===== src/rtl/ufr_pkg.sv =====
// shared types and constants of the uart frame receiver
`timescale 1ns / 1ps

package ufr_pkg;

    // frame word size, may range from 9 to 32
    localparam int MAX_WORD_BITS = 32;

    // fixed field widths
    localparam int OUT_W   = 32;
    localparam int DBM1_W  = 5;
    localparam int CFG_IDX_W  = 4;
    localparam int CFG_DATA_W = 32;

    // derived widths
    localparam int WORD_W  = MAX_WORD_BITS;
    localparam int TOP_W   = $clog2(MAX_WORD_BITS);
    localparam int COUNT_W = $clog2(MAX_WORD_BITS + 2);

    // request codes
    localparam logic REQ_START = 1'b0;
    localparam logic REQ_TICK  = 1'b1;

    // configuration register indexes
    localparam logic [CFG_IDX_W-1:0] CFG_PARITY_ODD    = CFG_IDX_W'(0);
    localparam logic [CFG_IDX_W-1:0] CFG_PARITY_CHECK  = CFG_IDX_W'(1);
    localparam logic [CFG_IDX_W-1:0] CFG_TWO_STOP_BITS = CFG_IDX_W'(2);
    localparam logic [CFG_IDX_W-1:0] CFG_DATA_BITS_M1  = CFG_IDX_W'(3);

    // reset values of the configuration registers
    localparam logic              RST_PARITY_ODD    = 1'b0;
    localparam logic              RST_PARITY_CHECK  = 1'b1;
    localparam logic              RST_TWO_STOP_BITS = 1'b1;
    localparam logic [DBM1_W-1:0] RST_DATA_BITS_M1  = DBM1_W'(7);

    typedef struct packed {
        logic req_type;
        logic line_level;
    } ufr_in_t;

    typedef struct packed {
        logic [OUT_W-1:0] rx_word;
        logic             parity_fault;
        logic             stop_fault;
    } ufr_out_t;

    typedef struct packed {
        logic              parity_odd;
        logic              parity_check;
        logic              two_stop_bits;
        logic [DBM1_W-1:0] data_bits_minus_one;
    } ufr_cfg_t;

endpackage


===== src/rtl/uart_frame_receiver.sv =====
// top level of the uart frame receiver
//
//   channel   direction  handshake               payload
//   s_        in         s_valid / s_ready       ufr_in_t  (req_type, line_level)
//   m_        out        m_valid / m_ready       ufr_out_t (rx_word, parity/framing error)
//   cfg_      in         cfg_valid / cfg_ready   cfg_index, cfg_data
//
// one input transfer per cycle while s_ready is high; the frame state updates in the
// cycle of the transfer. a frame result is registered on its final stop bit, into the
// output register, or into the skid entry while the output register stalls. the result
// path holds two entries (output register plus skid), s_ready drops only while both are full.
// synchronous active-low reset clears frame state and loads configuration defaults.
// cfg_ready is always high; writes take effect on the next cycle.
`timescale 1ns / 1ps

module uart_frame_receiver (
    input  logic                           aclk,
    input  logic                           aresetn,
    input  logic                           s_valid,
    output logic                           s_ready,
    input  ufr_pkg::ufr_in_t               s_data,
    output logic                           m_valid,
    input  logic                           m_ready,
    output ufr_pkg::ufr_out_t              m_data,
    input  logic                           cfg_valid,
    output logic                           cfg_ready,
    input  logic [ufr_pkg::CFG_IDX_W-1:0]  cfg_index,
    input  logic [ufr_pkg::CFG_DATA_W-1:0] cfg_data
);
    import ufr_pkg::*;

    ufr_cfg_t cfg;
    logic     in_fire;
    logic     res_valid;
    ufr_out_t res_data;
    logic     out_fire;

    logic     main_valid_reg, main_valid_next;
    ufr_out_t main_data_reg,  main_data_next;
    logic     skid_valid_reg, skid_valid_next;
    ufr_out_t skid_data_reg,  skid_data_next;

    assign s_ready  = ~skid_valid_reg;
    assign in_fire  = s_valid & s_ready;
    assign out_fire = main_valid_reg & m_ready;
    assign m_valid  = main_valid_reg;
    assign m_data   = main_data_reg;

    ufr_cfg_regs u_cfg (
        .aclk      (aclk),
        .aresetn   (aresetn),
        .cfg_valid (cfg_valid),
        .cfg_ready (cfg_ready),
        .cfg_index (cfg_index),
        .cfg_data  (cfg_data),
        .cfg       (cfg)
    );

    ufr_frame u_frame (
        .aclk      (aclk),
        .aresetn   (aresetn),
        .in_fire   (in_fire),
        .in_data   (s_data),
        .cfg       (cfg),
        .res_valid (res_valid),
        .res_data  (res_data)
    );

    // output register with skid entry
    always_comb begin
        main_valid_next = main_valid_reg;
        main_data_next  = main_data_reg;
        skid_valid_next = skid_valid_reg;
        skid_data_next  = skid_data_reg;
        if (out_fire) begin
            if (skid_valid_reg) begin
                main_data_next  = skid_data_reg;
                skid_valid_next = 1'b0;
            end else begin
                main_valid_next = res_valid;
                main_data_next  = res_data;
            end
        end else if (!main_valid_reg) begin
            main_valid_next = res_valid;
            main_data_next  = res_data;
        end else if (res_valid) begin
            skid_valid_next = 1'b1;
            skid_data_next  = res_data;
        end
    end

    always_ff @(posedge aclk) begin
        if (!aresetn) begin
            main_valid_reg <= 1'b0;
            skid_valid_reg <= 1'b0;
        end else begin
            main_valid_reg <= main_valid_next;
            skid_valid_reg <= skid_valid_next;
        end
    end

    always_ff @(posedge aclk) begin
        main_data_reg <= main_data_next;
        skid_data_reg <= skid_data_next;
    end

endmodule


===== src/rtl/ufr_cfg_regs.sv =====
// configuration register file of the uart frame receiver
`timescale 1ns / 1ps

module ufr_cfg_regs (
    input  logic                          aclk,
    input  logic                          aresetn,
    input  logic                          cfg_valid,
    output logic                          cfg_ready,
    input  logic [ufr_pkg::CFG_IDX_W-1:0]  cfg_index,
    input  logic [ufr_pkg::CFG_DATA_W-1:0] cfg_data,
    output ufr_pkg::ufr_cfg_t              cfg
);
    import ufr_pkg::*;

    ufr_cfg_t cfg_reg;
    ufr_cfg_t cfg_next;

    // writes are always taken
    assign cfg_ready = 1'b1;
    assign cfg       = cfg_reg;

    // register decode, unknown indexes are dropped
    always_comb begin
        cfg_next = cfg_reg;
        if (cfg_valid) begin
            case (cfg_index)
                CFG_PARITY_ODD:    cfg_next.parity_odd          = cfg_data[0];
                CFG_PARITY_CHECK:  cfg_next.parity_check        = cfg_data[0];
                CFG_TWO_STOP_BITS: cfg_next.two_stop_bits       = cfg_data[0];
                CFG_DATA_BITS_M1:  cfg_next.data_bits_minus_one = cfg_data[DBM1_W-1:0];
                default:           cfg_next = cfg_reg;
            endcase
        end
    end

    always_ff @(posedge aclk) begin
        if (!aresetn) begin
            cfg_reg.parity_odd          <= RST_PARITY_ODD;
            cfg_reg.parity_check        <= RST_PARITY_CHECK;
            cfg_reg.two_stop_bits       <= RST_TWO_STOP_BITS;
            cfg_reg.data_bits_minus_one <= RST_DATA_BITS_M1;
        end else begin
            cfg_reg <= cfg_next;
        end
    end

endmodule


===== src/rtl/ufr_frame.sv =====
// frame state and bit handling of the uart frame receiver
`timescale 1ns / 1ps

module ufr_frame (
    input  logic              aclk,
    input  logic              aresetn,
    input  logic              in_fire,
    input  ufr_pkg::ufr_in_t  in_data,
    input  ufr_pkg::ufr_cfg_t cfg,
    output logic              res_valid,
    output ufr_pkg::ufr_out_t res_data
);
    import ufr_pkg::*;

    localparam logic [DBM1_W-1:0] TOP_MAX = DBM1_W'(MAX_WORD_BITS - 1);

    logic               receiving_reg,       receiving_next;
    logic [COUNT_W-1:0] bit_count_reg,       bit_count_next;
    logic [WORD_W-1:0]  shift_word_reg,      shift_word_next;
    logic               parity_acc_reg,      parity_acc_next;
    logic               parity_seen_reg,     parity_seen_next;
    logic               extra_stop_seen_reg, extra_stop_seen_next;
    logic               parity_err_reg,      parity_err_next;
    logic               framing_err_reg,     framing_err_next;

    logic [DBM1_W-1:0]  top_sat;
    logic [TOP_W-1:0]   top;
    logic [WORD_W-1:0]  shifted_word;
    logic               sample;
    logic               in_data_phase;

    // data top bit, clamped to the word
    assign top_sat = (cfg.data_bits_minus_one > TOP_MAX) ? TOP_MAX : cfg.data_bits_minus_one;
    assign top     = top_sat[TOP_W-1:0];
    assign sample  = in_data.line_level;

    // start bit plus data bits still coming in
    assign in_data_phase = (bit_count_reg <= (COUNT_W'(top) + COUNT_W'(1)));

    // shift right and or the sample in at the top data bit
    assign shifted_word = (shift_word_reg >> 1) | (WORD_W'(sample) << top);

    // per-transfer state update
    always_comb begin
        receiving_next       = receiving_reg;
        bit_count_next       = bit_count_reg;
        shift_word_next      = shift_word_reg;
        parity_acc_next      = parity_acc_reg;
        parity_seen_next     = parity_seen_reg;
        extra_stop_seen_next = extra_stop_seen_reg;
        parity_err_next      = parity_err_reg;
        framing_err_next     = framing_err_reg;
        res_valid            = 1'b0;
        res_data.rx_word      = OUT_W'(shift_word_reg);
        res_data.parity_fault = parity_err_reg;
        res_data.stop_fault   = framing_err_reg | ~sample;

        if (in_fire) begin
            if (in_data.req_type == REQ_START) begin
                receiving_next = 1'b1;
            end else if (receiving_reg) begin
                if (in_data_phase) begin
                    bit_count_next  = bit_count_reg + COUNT_W'(1);
                    shift_word_next = shifted_word;
                    parity_acc_next = ((bit_count_reg == '0) ? cfg.parity_odd : parity_acc_reg)
                                      ^ sample;
                end else if (cfg.parity_check && !parity_seen_reg) begin
                    parity_err_next  = parity_acc_reg ^ sample;
                    parity_seen_next = 1'b1;
                end else if (cfg.two_stop_bits && !extra_stop_seen_reg) begin
                    framing_err_next     = ~sample;
                    extra_stop_seen_next = 1'b1;
                end else begin
                    // final stop bit: emit and clear the frame
                    res_valid            = 1'b1;
                    receiving_next       = 1'b0;
                    bit_count_next       = '0;
                    shift_word_next      = '0;
                    parity_acc_next      = 1'b0;
                    parity_seen_next     = 1'b0;
                    extra_stop_seen_next = 1'b0;
                    parity_err_next      = 1'b0;
                    framing_err_next     = 1'b0;
                end
            end
        end
    end

    always_ff @(posedge aclk) begin
        if (!aresetn) begin
            receiving_reg       <= 1'b0;
            bit_count_reg       <= '0;
            shift_word_reg      <= '0;
            parity_acc_reg      <= 1'b0;
            parity_seen_reg     <= 1'b0;
            extra_stop_seen_reg <= 1'b0;
            parity_err_reg      <= 1'b0;
            framing_err_reg     <= 1'b0;
        end else begin
            receiving_reg       <= receiving_next;
            bit_count_reg       <= bit_count_next;
            shift_word_reg      <= shift_word_next;
            parity_acc_reg      <= parity_acc_next;
            parity_seen_reg     <= parity_seen_next;
            extra_stop_seen_reg <= extra_stop_seen_next;
            parity_err_reg      <= parity_err_next;
            framing_err_reg     <= framing_err_next;
        end
    end

endmodule


===== config.mk =====
export PLATFORM = sky130hd
export DESIGN_NAME = uart_frame_receiver
export DESIGN_NICKNAME = d
export VERILOG_FILES = /design/src/rtl/ufr_pkg.sv /design/src/rtl/uart_frame_receiver.sv /design/src/rtl/ufr_cfg_regs.sv /design/src/rtl/ufr_frame.sv
export SDC_FILE = /design/constraint.sdc
export NUM_CORES = 1
export LEC_CHECK = 0
export ABC_AREA = 1
export ABC_CLOCK_PERIOD_IN_PS = 4400
export BUFFER_PORTS_ARGS = -buffer_cell sky130_fd_sc_hd__buf_2
export CORE_ASPECT_RATIO = 1.75
export CORE_UTILIZATION = 56
export DETAILED_ROUTE_END_ITERATION = 10
export PLACE_DENSITY = 0.79
export SETUP_SLACK_MARGIN = 0.05
export SLEW_MARGIN = 25
export SYNTH_ARGS = -nofsm -noshare
export SYNTH_HDL_FRONTEND = slang
export SYNTH_SLANG_ARGS = --single-unit

===== constraint.sdc =====
create_clock -name aclk -period 4.4 [get_ports aclk]
set_input_delay 0.22 -clock aclk [delete_from_list [all_inputs] [get_ports aclk]]
set_output_delay 0.22 -clock aclk [all_outputs]
set_load 0.005 [all_outputs]

==> flow_metrics.env <==
export IMPL_synth_enable_flop_cells=68
export IMPL_worst_slew_pin_slew_ps=951
export IMPL_place_area_um2=5540
export IMPL_timing_rr_start="u_cfg.cfg[2]$_SDFFE_PN1P_"
export IMPL_antenna_found_initial=0
export IMPL_grt_pass1_vias=3720
export IMPL_initial_core_util_pct=57.9
export IMPL_drv_slew=0
export IMPL_grtUsageTotal_pct=25.0
export IMPL_status="completed"
export IMPL_end_kind="register"
export IMPL_cts_buffer_depth=2
export IMPL_viasPerCell=5.37
export IMPL_ys_ff_latch=122
export IMPL_fin_cells=745
export IMPL_clk_pin_slew_ps=50
export IMPL_synth_async_reset_ratio_pct=0
export IMPL_setup_viol=0
export IMPL_slew_headroom_pct=36.5
export IMPL_syn_area_per_cell_um2=9.29
export IMPL_core_area_um2=9040
export IMPL_worstPathArrival_ps=3210
export IMPL_p_int_mw=2.06
export IMPL_cap_violations=0
export IMPL_synth_cell_types=29
export IMPL_critical_path_class="reg2reg"
export IMPL_power_density_nw_per_um2=423
export IMPL_p_switching_mw=0.532
export IMPL_drc_errors=0
export IMPL_port_buffer_count=51
export IMPL_drtPass1Iterations=5
export IMPL_die_h_um=130
export IMPL_critPathLaunch="u_cfg.cfg[2]$_SDFFE_PN1P_"
export IMPL_rsz0062_at_grt="no"
export IMPL_synth_top_family_by_area="simple AND/OR/NAND/NOR gates"
export IMPL_hpwl_um=7240
export IMPL_clk_latency_ps=420
export IMPL_finish_instance_area_um2=6120
export IMPL_grt_pass1_wl_um=17700
export IMPL_holdCritPathClass="in2reg"
export IMPL_crit_fanout=34
export IMPL_skew_ps=11.9
export IMPL_final_common_cell="nand2_1"
export IMPL_routabilityCongestion=0.894
export IMPL_holdWs_ps=35.1
export IMPL_hold_violations=0
export IMPL_die_area_um2=9750
export IMPL_cts_resized=0
export IMPL_leakage_nw=2.54
export IMPL_maxClockFrequency_mhz=316
export IMPL_synth_top_area_share_pct=39.0
export IMPL_netlist_instances=563
export IMPL_synth_warnings=0
export IMPL_start_kind="register"
export IMPL_worstReg2RegEnd="skid_data_reg[5]$_DFFE_PP_"
export IMPL_htreeDepth=4
export IMPL_clockRootBuffer="clkbuf_16"
export IMPL_ant_nets=0
export IMPL_comb_power_share_pct=2.5
export IMPL_die_width_um=75.1
export IMPL_setup_tns_ps=0
export IMPL_crit_end="skid_data_reg[5]$_DFFE_PP_"
export IMPL_post_cts_buffers=0
export IMPL_synth_mux_area_share_pct=0.646
export IMPL_pwr_share_clk_pct=51.2
export IMPL_cts_sinks=122
export IMPL_grt_overflow_total=0
export IMPL_yosysSeqAreaShare_pct=59.7
export IMPL_place_inst=713
export IMPL_ys_flop_type="edfxtp_1"
export IMPL_synth_compound_area_share_pct=13.3
export IMPL_std_cell_rows=46
export IMPL_wl_um=11200
export IMPL_finalCoreUtilization_pct=67.7
export IMPL_syn_nets=615
export IMPL_swShare_pct=20.6
export IMPL_pin_count=80
export IMPL_peakVddDrop_mv=0.312
export IMPL_synthTopCellsByArea="edfxtp_1, dfxtp_1, nand2_1"
export IMPL_fin_crit_sh_pct=71.9
export IMPL_cts_tree="yes"
export IMPL_period_needed_ps=3160
export IMPL_ctsHoldBuffers=0
export IMPL_crit_required_ps=4450
export IMPL_synth_top_area_cell="edfxtp_1"
export IMPL_ff2ff_setup_slack_ps=1240
export IMPL_first_iter_violations=256
export IMPL_cts_made_buffers=17
export IMPL_seqPwrFrac_pct=46.4
export IMPL_syn_to_final_growth_pct=17.0
export IMPL_grt_max_degree=52
export IMPL_synth_adder_area_share_pct=2.15
export IMPL_final_nets=664
export IMPL_vias=3999
export IMPL_drive_above_1_share_pct=16.2
export IMPL_synthXorXnorAreaFrac_pct=1.34
export IMPL_worstRegToRegCells=12
export IMPL_routedWlPerCell_um=15.0
export IMPL_synth_area_um2=5230
export IMPL_synth_simple_gate_area_share_pct=15.3
export IMPL_mostFrequentLayoutCells="nand2_1, a21oi_1, edfxtp_1, inv_1, dfxtp_1"
export IMPL_n_antenna_cell=0
routing by layer:
| layer | up-vias | share of wire [%] | track usage, % |
|---|---|---|---|
| li1 | 1969 | - | - |
| met1 | 1863 | 37 | 27.5 |
| met2 | 137 | 54 | 43.2 |
| met3 | 30 | 4.9 | 7.10 |
| met4 | 0 | 3.6 | 12.2 |
| met5 | - | 0 | 0 |
through the flow:
stage	setup slack, ps	power, mW
final	1240	2.59
after floorplan	639	1.27
after detailed placement	1290	1.29
after CTS	1220	2.60
after global routing	951	2.66
after global placement	1400	1.28
worst max-delay path: stages, from the launching register on:
cell and delay, ps:
dfxtp_1 380, clkinv_1 240, nor2_1 240, xor2_1 220
ha_1 280, nand2_1 70, nor2_1 50, nand3_1 230
nand2_1 290, inv_1 140, nand3_1 110, nor2_2 100
buf_4 410
logic make-up after synthesis:
group	after synthesis
buf+inv	93
flops	122
fa+ha+maj	9
other cells	1
mux	3
xor+xnor	8
simple gates	196
compound gates	131
cells in the mapped netlist, types with 2 or more instances:
cell type	number
a21oi_1	79
a21oi_2	5
buf_1	4
buf_2	3
buf_4	2
buf_6	4
clkbuf_1	13
dfxtp_1	54
edfxtp_1	68
ha_1	9
inv_1	65
mux2_2	3
nand2_1	115
nand3_1	24
nand4_1	4
nor2_1	48
nor3_1	2
o211ai_1	4
o21ai_0	41
xor2_1	7
area by class of cell:
type	instances	area (um^2)
fill	705	2920
inverter	67	251
clock buffer	20	447
tap	120	150
sequential	122	3120
multi-input combinational	348	1730
clock inverter	12	123
timing repair buffer	56	293
how the worst min path moves through the flow:
stage | startpoint | endpoint | slack, ps | depth (start not counted)
global route | cfg_data[2] | u_cfg.cfg[2]$_SDFFE_PN1P_ | 50 | 3
global placement | u_frame.shift_word_reg[17]$_SDFFE_PN0P_ | skid_data_reg[19]$_DFFE_PP_ | 440 | 0
detailed placement | u_cfg.cfg[7]$_SDFFE_PN0P_ | u_cfg.cfg[7]$_SDFFE_PN0P_ | 440 | 2
floorplan | aresetn | skid_valid_reg$_SDFFE_PP0P_ | 340 | 2
CTS | cfg_data[1] | u_cfg.cfg[1]$_SDFFE_PN1P_ | 20 | 3
finish | cfg_data[1] | u_cfg.cfg[1]$_SDFFE_PN1P_ | 40 | 3
power by group through the flow:
stage                     logic (mW)  registers [mW]  clock network (mW)
after floorplan               0.0445            1.22                   0
after CTS                     0.0631            1.20                1.33
after global placement        0.0603            1.22                   0
after detailed placement      0.0625            1.22                   0
final                         0.0635            1.20                1.32
after global routing          0.0704            1.20                1.38
No activity file was read; power rests on OpenSTA's default activity.
